[config.mk]
export PLATFORM = sky130hd
export DESIGN_NAME = rgb_to_ycbcr_420_converter_core
export DESIGN_NICKNAME = d
export VERILOG_FILES = /design/src/rycc_pkg.sv /design/src/rgb_to_ycbcr_420_converter_core.sv /design/src/rycc_front.sv /design/src/rycc_back.sv
export SDC_FILE = /design/constraint.sdc
export NUM_CORES = 1
export LEC_CHECK = 0
export BUFFER_PORTS_ARGS = -buffer_cell sky130_fd_sc_hd__buf_4
export CAP_MARGIN = 25
export CORE_MARGIN = 2
export CORE_UTILIZATION = 40
export CTS_BUF_LIST = sky130_fd_sc_hd__clkbuf_16
export CTS_CLUSTER_DIAMETER = 200
export DETAILED_ROUTE_END_ITERATION = 7
export GPL_TIMING_DRIVEN = 0
export RECOVER_POWER = 100
export SYNTH_ARGS = -nofsm -noshare
export SYNTH_HDL_FRONTEND = slang
export SYNTH_SLANG_ARGS = --single-unit
[constraint.sdc]
create_clock -name clock -period 11.42 [get_ports clock]
set_clock_uncertainty 0.05 [all_clocks]
set_input_delay 1.142 -clock clock [delete_from_list [all_inputs] [get_ports clock]]
set_output_delay 1.142 -clock clock [all_outputs]
set_load 0.05 [all_outputs]
[src/rycc_pkg.sv]
// Shared types, constants, the size clamp and the weighted-sum function of the RGB to YCbCr converter.
`default_nettype none
package rycc_pkg;

   // Frame size limits and the widths that follow from them.
   localparam int MAX_WIDTH  = 4096;
   localparam int MAX_HEIGHT = 4096;
   localparam int CFG_W      = 13;
   localparam int COL_W      = $clog2(MAX_WIDTH);
   localparam int ROW_W      = $clog2(MAX_HEIGHT);
   localparam int MAX_SIZE   = (MAX_WIDTH > MAX_HEIGHT) ? MAX_WIDTH : MAX_HEIGHT;
   localparam int SIZE_W     = $clog2(MAX_SIZE + 1);
   localparam int CMP_W      = ((CFG_W > SIZE_W) ? CFG_W : SIZE_W) + 1;

   // Register indexes of the configuration port.
   localparam int CSR_IDX_W = 1;
   localparam logic [CSR_IDX_W-1:0] CSR_FRAME_WIDTH  = 1'd0;
   localparam logic [CSR_IDX_W-1:0] CSR_FRAME_HEIGHT = 1'd1;

   localparam logic [CFG_W-1:0] FRAME_WIDTH_RESET  = 13'd640;
   localparam logic [CFG_W-1:0] FRAME_HEIGHT_RESET = 13'd360;

   // BT.601 studio-swing coefficients.
   localparam logic signed [8:0] Y_KR  = 9'sd66;
   localparam logic signed [8:0] Y_KG  = 9'sd129;
   localparam logic signed [8:0] Y_KB  = 9'sd25;
   localparam logic signed [8:0] CB_KR = -9'sd38;
   localparam logic signed [8:0] CB_KG = -9'sd74;
   localparam logic signed [8:0] CB_KB = 9'sd112;
   localparam logic signed [8:0] CR_KR = 9'sd112;
   localparam logic signed [8:0] CR_KG = -9'sd94;
   localparam logic signed [8:0] CR_KB = -9'sd18;
   localparam logic signed [17:0] ROUND_BIAS = 18'sd128;
   localparam int SHIFT = 8;
   localparam logic [7:0] Y_OFFSET = 8'd16;
   localparam logic [7:0] C_OFFSET = 8'd128;

   typedef enum logic [1:0] {
      CHROMA_NONE = 2'd0,
      CHROMA_CB   = 2'd1,
      CHROMA_CR   = 2'd2
   } chroma_kind_type;

   // Classified pixel passed from the front to the back.
   typedef struct packed {
      logic [7:0]      red;
      logic [7:0]      green;
      logic [7:0]      blue;
      chroma_kind_type kind;
      logic            frame_end;
   } pixel_type;

   typedef struct packed {
      logic [7:0]      luma;
      logic [7:0]      chroma;
      chroma_kind_type kind;
      logic            frame_end;
   } result_type;

   typedef struct packed {
      logic [1:0] count;
   } queue_status_type;

   localparam logic [1:0] QUEUE_DEPTH = 2'd2;

   // Clamp a configured size into 2..maxv.
   function automatic logic [CMP_W-1:0] clamp_size(input logic [CFG_W-1:0] v,
                                                   input int maxv);
      logic [CMP_W-1:0] ext;
      logic [CMP_W-1:0] lim;
      ext = CMP_W'(v);
      lim = CMP_W'(maxv);
      if (ext < CMP_W'(2)) begin
         return CMP_W'(2);
      end else if (ext > lim) begin
         return lim;
      end
      return ext;
   endfunction

   // ((kr R + kg G + kb B + 128) >>> 8) + offset, kept to 8 bits.
   function automatic logic [7:0] weigh(input logic signed [8:0] kr,
                                        input logic signed [8:0] kg,
                                        input logic signed [8:0] kb,
                                        input logic [7:0] r,
                                        input logic [7:0] g,
                                        input logic [7:0] b,
                                        input logic [7:0] offset);
      logic signed [17:0] pr;
      logic signed [17:0] pg;
      logic signed [17:0] pb;
      logic signed [17:0] sum;
      logic signed [17:0] shifted;
      pr      = 18'(kr) * 18'($signed({1'b0, r}));
      pg      = 18'(kg) * 18'($signed({1'b0, g}));
      pb      = 18'(kb) * 18'($signed({1'b0, b}));
      sum     = pr + pg + pb + ROUND_BIAS;
      shifted = sum >>> SHIFT;
      return shifted[7:0] + offset;
   endfunction

endpackage
`default_nettype wire

[src/rgb_to_ycbcr_420_converter_core.sv]
// Top level of the RGB to YCbCr 4:2:0 converter.
//
// Pixels enter in raster order on the req_ queue port: a beat is taken at a
// clock edge with push high and full low. Every pixel yields one result beat
// on the rsp_ queue port: luma, a Cb sample at even columns of even rows or a
// Cr sample at even columns of odd rows (chroma_kind tells which), and
// frame_end on the last pixel of the frame. A result is taken at an edge with
// pop high and empty low.
// A pushed pixel waits in the pixel queue, then passes through the arithmetic
// into the result queue, which drives the rsp_ ports.
// Throughput: one pixel per cycle while the receiver pops every result; one
// pass through the weighted sums per pixel sets it.
// When the receiver stalls, the two-entry result queue and then the two-entry
// pixel queue fill; full rises once four pixels are held in the block.
// Frame size is written through the csr_ port, index 0 width, index 1 height;
// csr_ready is always high. Write it only while the block is idle.
// Reset clears both queues and the position counters and loads a 640 x 360
// frame size.
`default_nettype none
module rgb_to_ycbcr_420_converter_core (
   input  wire logic                            clock,
   input  wire logic                            reset,
   input  wire logic                            csr_valid,
   output logic                                 csr_ready,
   input  wire logic [rycc_pkg::CSR_IDX_W-1:0]  csr_index,
   input  wire logic [rycc_pkg::CFG_W-1:0]      csr_wdata,
   input  wire logic                            push,
   output logic                                 full,
   input  wire logic [7:0]                      req_red,
   input  wire logic [7:0]                      req_green,
   input  wire logic [7:0]                      req_blue,
   output logic                                 empty,
   input  wire logic                            pop,
   output logic [7:0]                           rsp_luma,
   output logic [7:0]                           rsp_chroma,
   output logic [1:0]                           rsp_chroma_kind,
   output logic                                 rsp_frame_end
);

   rycc_pkg::pixel_type        pixel;
   logic                       pixel_valid;
   logic                       pixel_take;
   rycc_pkg::result_type       result;
   rycc_pkg::queue_status_type front_status;
   rycc_pkg::queue_status_type back_status;

   rycc_front u_front (
      .clock       (clock),
      .reset       (reset),
      .csr_valid   (csr_valid),
      .csr_ready   (csr_ready),
      .csr_index   (csr_index),
      .csr_wdata   (csr_wdata),
      .push        (push),
      .full        (full),
      .req_red     (req_red),
      .req_green   (req_green),
      .req_blue    (req_blue),
      .pixel       (pixel),
      .pixel_valid (pixel_valid),
      .pixel_take  (pixel_take),
      .status      (front_status)
   );

   rycc_back u_back (
      .clock       (clock),
      .reset       (reset),
      .pixel       (pixel),
      .pixel_valid (pixel_valid),
      .pixel_take  (pixel_take),
      .result      (result),
      .empty       (empty),
      .pop         (pop),
      .status      (back_status)
   );

   assign rsp_luma        = result.luma;
   assign rsp_chroma      = result.chroma;
   assign rsp_chroma_kind = result.kind;
   assign rsp_frame_end   = result.frame_end;

   a_queue_bound: assert property (@(posedge clock) disable iff (reset)
      front_status.count <= rycc_pkg::QUEUE_DEPTH && back_status.count <= rycc_pkg::QUEUE_DEPTH)
      else $error("queue count beyond depth");

   a_push_lands: assert property (@(posedge clock) disable iff (reset)
      (push && !full) |=> (front_status.count != 2'd0))
      else $error("accepted pixel missing from pixel queue");

   a_no_chroma_zero: assert property (@(posedge clock) disable iff (reset)
      (!empty && rsp_chroma_kind == rycc_pkg::CHROMA_NONE) |-> (rsp_chroma == 8'd0))
      else $error("chroma nonzero on a pixel without chroma");

   a_take_has_room: assert property (@(posedge clock) disable iff (reset)
      pixel_take |-> (pixel_valid && back_status.count != rycc_pkg::QUEUE_DEPTH))
      else $error("pixel moved with no room in result queue");

endmodule
`default_nettype wire

[src/rycc_front.sv]
// Front end: size registers, position counters, chroma classification and the pixel queue.
`default_nettype none
module rycc_front (
   input  wire logic                                clock,
   input  wire logic                                reset,
   input  wire logic                                csr_valid,
   output logic                                     csr_ready,
   input  wire logic [rycc_pkg::CSR_IDX_W-1:0]      csr_index,
   input  wire logic [rycc_pkg::CFG_W-1:0]          csr_wdata,
   input  wire logic                                push,
   output logic                                     full,
   input  wire logic [7:0]                          req_red,
   input  wire logic [7:0]                          req_green,
   input  wire logic [7:0]                          req_blue,
   output rycc_pkg::pixel_type                      pixel,
   output logic                                     pixel_valid,
   input  wire logic                                pixel_take,
   output rycc_pkg::queue_status_type               status
);

   logic [rycc_pkg::CFG_W-1:0] width_ff, width_in;
   logic [rycc_pkg::CFG_W-1:0] height_ff, height_in;
   logic [rycc_pkg::COL_W-1:0] col_ff, col_in;
   logic [rycc_pkg::ROW_W-1:0] row_ff, row_in;
   rycc_pkg::pixel_type        entry_ff [2];
   logic                       wr_ptr_ff, wr_ptr_in;
   logic                       rd_ptr_ff, rd_ptr_in;
   logic [1:0]                 count_ff, count_in;

   logic                       accept;
   logic                       take;
   logic                       last_col;
   logic                       last_row;
   logic [rycc_pkg::CMP_W-1:0] w_lim;
   logic [rycc_pkg::CMP_W-1:0] h_lim;
   logic [rycc_pkg::CMP_W-1:0] col_next;
   logic [rycc_pkg::CMP_W-1:0] row_next;
   rycc_pkg::pixel_type        beat;

   assign csr_ready   = 1'b1;
   assign full        = (count_ff == rycc_pkg::QUEUE_DEPTH);
   assign accept      = push && !full;
   assign pixel_valid = (count_ff != 2'd0);
   assign take        = pixel_take && pixel_valid;
   assign pixel       = entry_ff[rd_ptr_ff];
   assign status      = '{count: count_ff};

   always_comb begin
      width_in  = width_ff;
      height_in = height_ff;
      if (csr_valid && csr_ready) begin
         unique case (csr_index)
            rycc_pkg::CSR_FRAME_WIDTH:  width_in  = csr_wdata;
            rycc_pkg::CSR_FRAME_HEIGHT: height_in = csr_wdata;
            default: ;
         endcase
      end
   end

   // Position tracking: a counter whose next value is at or past its limit ends the row or frame.
   always_comb begin
      w_lim    = rycc_pkg::clamp_size(width_ff, rycc_pkg::MAX_WIDTH);
      h_lim    = rycc_pkg::clamp_size(height_ff, rycc_pkg::MAX_HEIGHT);
      col_next = rycc_pkg::CMP_W'(col_ff) + rycc_pkg::CMP_W'(1);
      row_next = rycc_pkg::CMP_W'(row_ff) + rycc_pkg::CMP_W'(1);
      last_col = (col_next >= w_lim);
      last_row = (row_next >= h_lim);
      col_in   = col_ff;
      row_in   = row_ff;
      if (accept) begin
         if (last_col) begin
            col_in = '0;
            row_in = last_row ? '0 : row_next[rycc_pkg::ROW_W-1:0];
         end else begin
            col_in = col_next[rycc_pkg::COL_W-1:0];
         end
      end
   end

   always_comb begin
      beat.red       = req_red;
      beat.green     = req_green;
      beat.blue      = req_blue;
      beat.frame_end = last_col && last_row;
      if (col_ff[0]) begin
         beat.kind = rycc_pkg::CHROMA_NONE;
      end else if (row_ff[0]) begin
         beat.kind = rycc_pkg::CHROMA_CR;
      end else begin
         beat.kind = rycc_pkg::CHROMA_CB;
      end
   end

   always_comb begin
      wr_ptr_in = accept ? !wr_ptr_ff : wr_ptr_ff;
      rd_ptr_in = take ? !rd_ptr_ff : rd_ptr_ff;
      count_in  = count_ff + 2'(accept) - 2'(take);
   end

   always_ff @(posedge clock) begin
      if (reset) begin
         width_ff  <= rycc_pkg::FRAME_WIDTH_RESET;
         height_ff <= rycc_pkg::FRAME_HEIGHT_RESET;
         col_ff    <= '0;
         row_ff    <= '0;
         wr_ptr_ff <= 1'b0;
         rd_ptr_ff <= 1'b0;
         count_ff  <= 2'd0;
      end else begin
         width_ff  <= width_in;
         height_ff <= height_in;
         col_ff    <= col_in;
         row_ff    <= row_in;
         wr_ptr_ff <= wr_ptr_in;
         rd_ptr_ff <= rd_ptr_in;
         count_ff  <= count_in;
      end
   end

   always_ff @(posedge clock) begin
      if (accept) begin
         entry_ff[wr_ptr_ff] <= beat;
      end
   end

endmodule
`default_nettype wire

[src/rycc_back.sv]
// Back end: luma and chroma arithmetic and the result queue.
`default_nettype none
module rycc_back (
   input  wire logic                   clock,
   input  wire logic                   reset,
   input  wire rycc_pkg::pixel_type    pixel,
   input  wire logic                   pixel_valid,
   output logic                        pixel_take,
   output rycc_pkg::result_type        result,
   output logic                        empty,
   input  wire logic                   pop,
   output rycc_pkg::queue_status_type  status
);

   rycc_pkg::result_type entry_ff [2];
   logic                 wr_ptr_ff, wr_ptr_in;
   logic                 rd_ptr_ff, rd_ptr_in;
   logic [1:0]           count_ff, count_in;
   logic                 deliver;
   rycc_pkg::result_type beat;

   assign empty      = (count_ff == 2'd0);
   assign deliver    = pop && !empty;
   assign pixel_take = pixel_valid && (count_ff != rycc_pkg::QUEUE_DEPTH);
   assign result     = entry_ff[rd_ptr_ff];
   assign status     = '{count: count_ff};

   always_comb begin
      beat.luma      = rycc_pkg::weigh(rycc_pkg::Y_KR, rycc_pkg::Y_KG, rycc_pkg::Y_KB,
                                       pixel.red, pixel.green, pixel.blue,
                                       rycc_pkg::Y_OFFSET);
      beat.kind      = pixel.kind;
      beat.frame_end = pixel.frame_end;
      unique case (pixel.kind)
         rycc_pkg::CHROMA_CB: beat.chroma = rycc_pkg::weigh(rycc_pkg::CB_KR, rycc_pkg::CB_KG,
                                            rycc_pkg::CB_KB, pixel.red, pixel.green,
                                            pixel.blue, rycc_pkg::C_OFFSET);
         rycc_pkg::CHROMA_CR: beat.chroma = rycc_pkg::weigh(rycc_pkg::CR_KR, rycc_pkg::CR_KG,
                                            rycc_pkg::CR_KB, pixel.red, pixel.green,
                                            pixel.blue, rycc_pkg::C_OFFSET);
         default:             beat.chroma = 8'd0;
      endcase
   end

   always_comb begin
      wr_ptr_in = pixel_take ? !wr_ptr_ff : wr_ptr_ff;
      rd_ptr_in = deliver ? !rd_ptr_ff : rd_ptr_ff;
      count_in  = count_ff + 2'(pixel_take) - 2'(deliver);
   end

   always_ff @(posedge clock) begin
      if (reset) begin
         wr_ptr_ff <= 1'b0;
         rd_ptr_ff <= 1'b0;
         count_ff  <= 2'd0;
      end else begin
         wr_ptr_ff <= wr_ptr_in;
         rd_ptr_ff <= rd_ptr_in;
         count_ff  <= count_in;
      end
   end

   always_ff @(posedge clock) begin
      if (pixel_take) begin
         entry_ff[wr_ptr_ff] <= beat;
      end
   end

endmodule
`default_nettype wire
# After elaboration in Yosys (flattened, before gate mapping)
# Memory sizes are Yosys's and may differ from the RTL's. A register that Yosys moved wholly into a read port is not among the register bits.
# Cells that the tools add are included.
# totals
reg_bits	58
mem_bits_rw	92
n_memories	2
inputBits	43
# mem_list
name	depth	width	rd	rd_clocked_by_memory_dff	wr	line	rtl
u_front.entry_ff	2	27	1	1	1	rycc_front.sv:25	rycc_pkg::pixel_type entry_ff [2];
u_back.entry_ff	2	19	1	1	1	rycc_back.sv:15	rycc_pkg::result_type entry_ff [2];
# classes
add_sub_neg	18
reduce_logical	16
mul	9
magnitude_cmp	6
n_bitwise	1
muxes	23
n_eq_ne	4
# ops
operator	n
$add A16 B16 Y16	6
$mux W14	6
$add A16 B9 Y16 const B	3
$mul A7 B9 Y15 const A	2
$ge A14 B14 Y1	2
$add A12 B1 Y13 const B	2
$gt A13 B13 Y1 const B	2
$lt A13 B2 Y1 const B	2
$mux W12	2
$mul A3 B8 Y11 const A	2
$add A8 B8 Y8 const B	2
$mul A8 B8 Y16 const A	1
$pmux W8 S2	1
$mul A6 B9 Y15 const A	1
$mul A5 B9 Y14 const A	1
$mul A6 B8 Y14 const A	1
$mul A5 B8 Y13 const A	1
$mux W1	12
$add A8 B5 Y8 const B	1
$logic_not A1 Y1	6
$reduce_and A2 Y1	3
$logic_and A1 B1 Y1	5
$add A2 B1 Y2	2
$eq A2 B2 Y1 const B	2
7 further kinds	9

# Longest topological paths before layout
# logic_depth
depth_word	6
mapped_depth	31
depth_no_buf	29

# Modules after synthesis
# From an unflattened synthesis, not the netlist that was laid out.
# unflattened
hier_cells	1510
area_unflattened_um2	15341.0
# by_module_without_submodules
module	cells_per_inst	area_each_um2	n_inst	seq_area_each_um2
rycc_back	1003	10124.7	1	1241.2
rycc_front	507	5216.3	1	2722.6

# Least setup slack after synthesis
# OpenSTA, ideal clock, no wires.
# synth_timing
path_type	reg2reg
start	reg (tool-made name)
end	mem u_back.entry_ff[0][10] in the netlist's numbering (data pin)
synth_period_minus_slack_ns	7.527
path_buffers	2
required_ns	11.191
path_slack_ns	3.893
t_arrival_ns	7.299
path_stages_with_launch	29
path_cell_list	dfxtp_1 buf_2 buf_1 mux2i_1 inv_1 ha_1 inv_1 fa_1 inv_1 fa_1 inv_1 fa_1 inv_1 ha_1 a21boi_0 o21ai_0 a21oi_1 nand2b_1 fa_1 inv_1 ha_1 ha_1 or3_1 o21ai_0 a21oi_2 and4_4 a2111oi_4 xnor3_1 o32ai_2
# synth_lines
item	line
to (decl)	rycc_back.sv:15

==> reports/qor.yml <==
antenna_found_initial: 0
grt_max_degree: 28
async_reset_ff_frac: 0
core_um2: 37800
worst-r2r-setup-slack_ns: 1.99
grt.total_usage: 0.174
initial_core_util: 0.408
clock_latency_ns: 0.46
die_width_um: 200
crit_required_ns: 11.62
min_path_type: "reg -> reg"
maxSlewViolCount: 28
drt_iter0_drc: 399
cts-root-buf: "clkbuf_16"
detail-route-antenna-nets: 0
max-cap-violations: 1
grt_overflow: 0
cts_resized: 0
synth_top_family_by_area: "adder cells"
fp-row-count: 71
violations: "max-capacitance violations, max-slew violations"
yosysWarnings: 0
critPathLaunchType: "register"
place_hpwl_um: 28100
synth_edf_count: 92
syn_inst: 1544
outcome: "complete, but fails checks"
synth_mux_area_frac: 0.0315
fin_crit_ns: 9.43
worstPathArrival_ns: 9.63
synth.avg_cell_area_um2: 9.97
synth_cell_types: 68
crit_slowest_cell: "clkbuf_1"
num_vias: 10683
postCtsSetupBuffers: 0
synth_xor_area_frac: 0.0623
drt_pass1_iterations: 5
synthSimpleGateAreaFrac: 0.0984
worstMarginPinSlew_ns: 2.60
ff2ff_path_depth: 28
syn-num-nets: 2002
portBuffers: 62
drc: 0
endpoint: "u_back.entry_ff[1][10]$_DFFE_PP_"
crit_path_frequent_cell: "inv_1"
numCtsBuffers: 17
grt-busiest-layer: "met2"
finalSetupViolations: 0
io_pins: 65
grt_pass1_vias: 11040
hold_violations: 0
antenna_cells: 0
seq_area_frac_synth: 0.257
clk_pin_slew_ns: 0.07
grtUsageMet2: 0.294
synth_top_flop_cell: "edfxtp_1"
worst-path-max-fanout: 10
grtUsageMet1: 0.220
area_growth_pct: 10.4
wirelength_um: 33500
synth_seq_cells: 152
grt_pass1_wl_um: 55000
min_period_over_period: 0.826
syn_area_um2: 15400
drive_above_1_share: 0.0585
via_per_inst: 4.96
cts-hold-fix-buffers: 0
synth_compound_area_frac: 0.0959
htreeDepth: 4
cts_tree: "done"
slew_headroom: -0.739
numClockSinks: 152
rsz0062_at_grt: "false"
crit_path_end_kind: "register"
die_y_um: 200
max_freq_ghz: 0.106
grt.met3_usage: 0.0358
criticalPathCategory: "reg -> reg"
synthAdderAreaFrac: 0.386
routedWlPerCell_um: 15.5
clockBufferDepth: 2
place_congestion: 0.842
final_nets: 2086
critical_path.max_stage_delay_ns: 0.72
r2r-end: "u_back.entry_ff[1][10]$_DFFE_PP_"
dieArea_um2: 40100
fin_tns_setup_ns: 0
## worst min-delay path by stage
stage	from	end	slack (ns)	cells after the start
3_3_place_gp	u_front.row_ff[11]$_SDFFE_PP0P_	u_front.row_ff[11]$_SDFFE_PP0P_	0.39	2
6_report	u_front.row_ff[11]$_SDFFE_PP0P_	u_front.row_ff[11]$_SDFFE_PP0P_	0.42	2
4_1_cts	u_front.row_ff[11]$_SDFFE_PP0P_	u_front.row_ff[11]$_SDFFE_PP0P_	0.42	2
2_1_floorplan	u_front.row_ff[11]$_SDFFE_PP0P_	u_front.row_ff[11]$_SDFFE_PP0P_	0.38	2
3_5_place_dp	u_front.row_ff[11]$_SDFFE_PP0P_	u_front.row_ff[11]$_SDFFE_PP0P_	0.41	2
5_1_grt	u_front.row_ff[11]$_SDFFE_PP0P_	u_front.row_ff[11]$_SDFFE_PP0P_	0.43	2
## cell families after synthesis
logic type                 after synthesis
AOI/OAI and AO/OA                      236
xor gates and xnor gates               108
adders and majority gates              415
buffers and inverters                  279
DFF                                    152
muxes                                   46
other                                    1
and+or+nand+nor                        307
## Yosys cell counts (3+ instances only)
master / instances / area share
edfxtp_1: 92 / 0.18
buf_1: 5 / 0.0012
o211ai_1: 4 / 0.0020
and2_1: 3 / 0.0012
dfxtp_1: 60 / 0.078
nand4_1: 3 / 0.0012
a21o_1: 16 / 0.0078
a21oi_1: 106 / 0.034
clkbuf_1: 20 / 0.0049
xor2_1: 36 / 0.020
xnor2_1: 71 / 0.040
or2_2: 6 / 0.0024
or3_1: 7 / 0.0028
o21a_1: 6 / 0.0029
nand2_1: 108 / 0.026
o21bai_1: 16 / 0.0078
nand3b_1: 19 / 0.0093
nand2b_1: 16 / 0.0065
a211o_1: 5 / 0.0028
nor3_1: 17 / 0.0055
fa_1: 99 / 0.13
ha_1: 316 / 0.26
nor4_1: 7 / 0.0028
o21ai_1: 3 / 0.00098
o31ai_1: 3 / 0.0015
a2111oi_0: 3 / 0.0017
o21ai_0: 38 / 0.012
nor2b_1: 15 / 0.0061
nor2_1: 52 / 0.013
a31oi_1: 6 / 0.0024
mux2i_1: 26 / 0.017
or4_1: 3 / 0.0015
mux2_2: 20 / 0.015
a22oi_1: 4 / 0.0020
inv_1: 250 / 0.061
and3_1: 17 / 0.0069
nand3_1: 27 / 0.0088
## state kept, by name (all words and copies together), names as in the netlist, 2 cells and up, named ones only
signal,cells
u_front.entry_ff,54
u_back.entry_ff,38
u_front.height_ff,13
u_front.width_ff,13
u_front.col_ff,12
u_front.row_ff,12
u_back.status,2
u_front.status,2
## layout make-up
type | count | area, um2
fillers | 3662 | 20800
clock inverters | 15 | 194
flip-flops and latches | 152 | 3960
inverters | 251 | 942
well taps | 511 | 639
repair buffers | 65 | 364
plain buffers | 28 | 109
multi-input cells | 1113 | 10400
clock buffers | 17 | 425
## worst max-delay path, delay by kind of cell (launching register included)
kind	cells	cell delay, ns
adders and majority gates	8	3.50
buffers and inverters	8	2.02
AOI/OAI and AO/OA	7	1.38
and+or+nand+nor	3	0.85
muxes	1	0.62
DFF	1	0.42
xor gates and xnor gates	1	0.38
## per-stage QoR
| step | cells | setup slack [ns] | util | hold WS, ns | cell area [um2] |
|---|---|---|---|---|---|
| detailed placement | 2120 | 2.43 | 0.438 | 0.406 | 16500 |
| CTS | 2152 | 2.35 | 0.455 | 0.415 | 17200 |
| floorplan | 1544 | 3.89 | - | 0.382 | 15400 |
| global route | 2152 | 1.46 | 0.450 | 0.433 | 17000 |
| global placement | 2117 | 2.08 | 0.437 | 0.392 | 16500 |
| finish | 2152 | 1.99 | 0.450 | 0.421 | 17000 |
## layer usage
layer,part of all wire,vias up
li1,-,5415
met1,0.47,5105
met2,0.47,125
met3,0.037,38
met4,0.025,0
met5,0,-
## layout by cell type (no fill, tap or decap), drive strengths merged, types with 17 or more instances in the layout
cell and count:
ha 316, inv 261, nand2 108, a21oi 107
fa 99, edfxtp 92, clkbuf 89, xnor2 71
dfxtp 60, nor2 52, o21ai 42, xor2 36
nand3 27, mux2i 26, buf 21, mux2 20
nand3b 19, and3 17, nor3 17, a21o 17
Power is left out: the tool's default activity adds up to more than one toggle a clock period on the data nets, which glitch-free logic cannot reach.
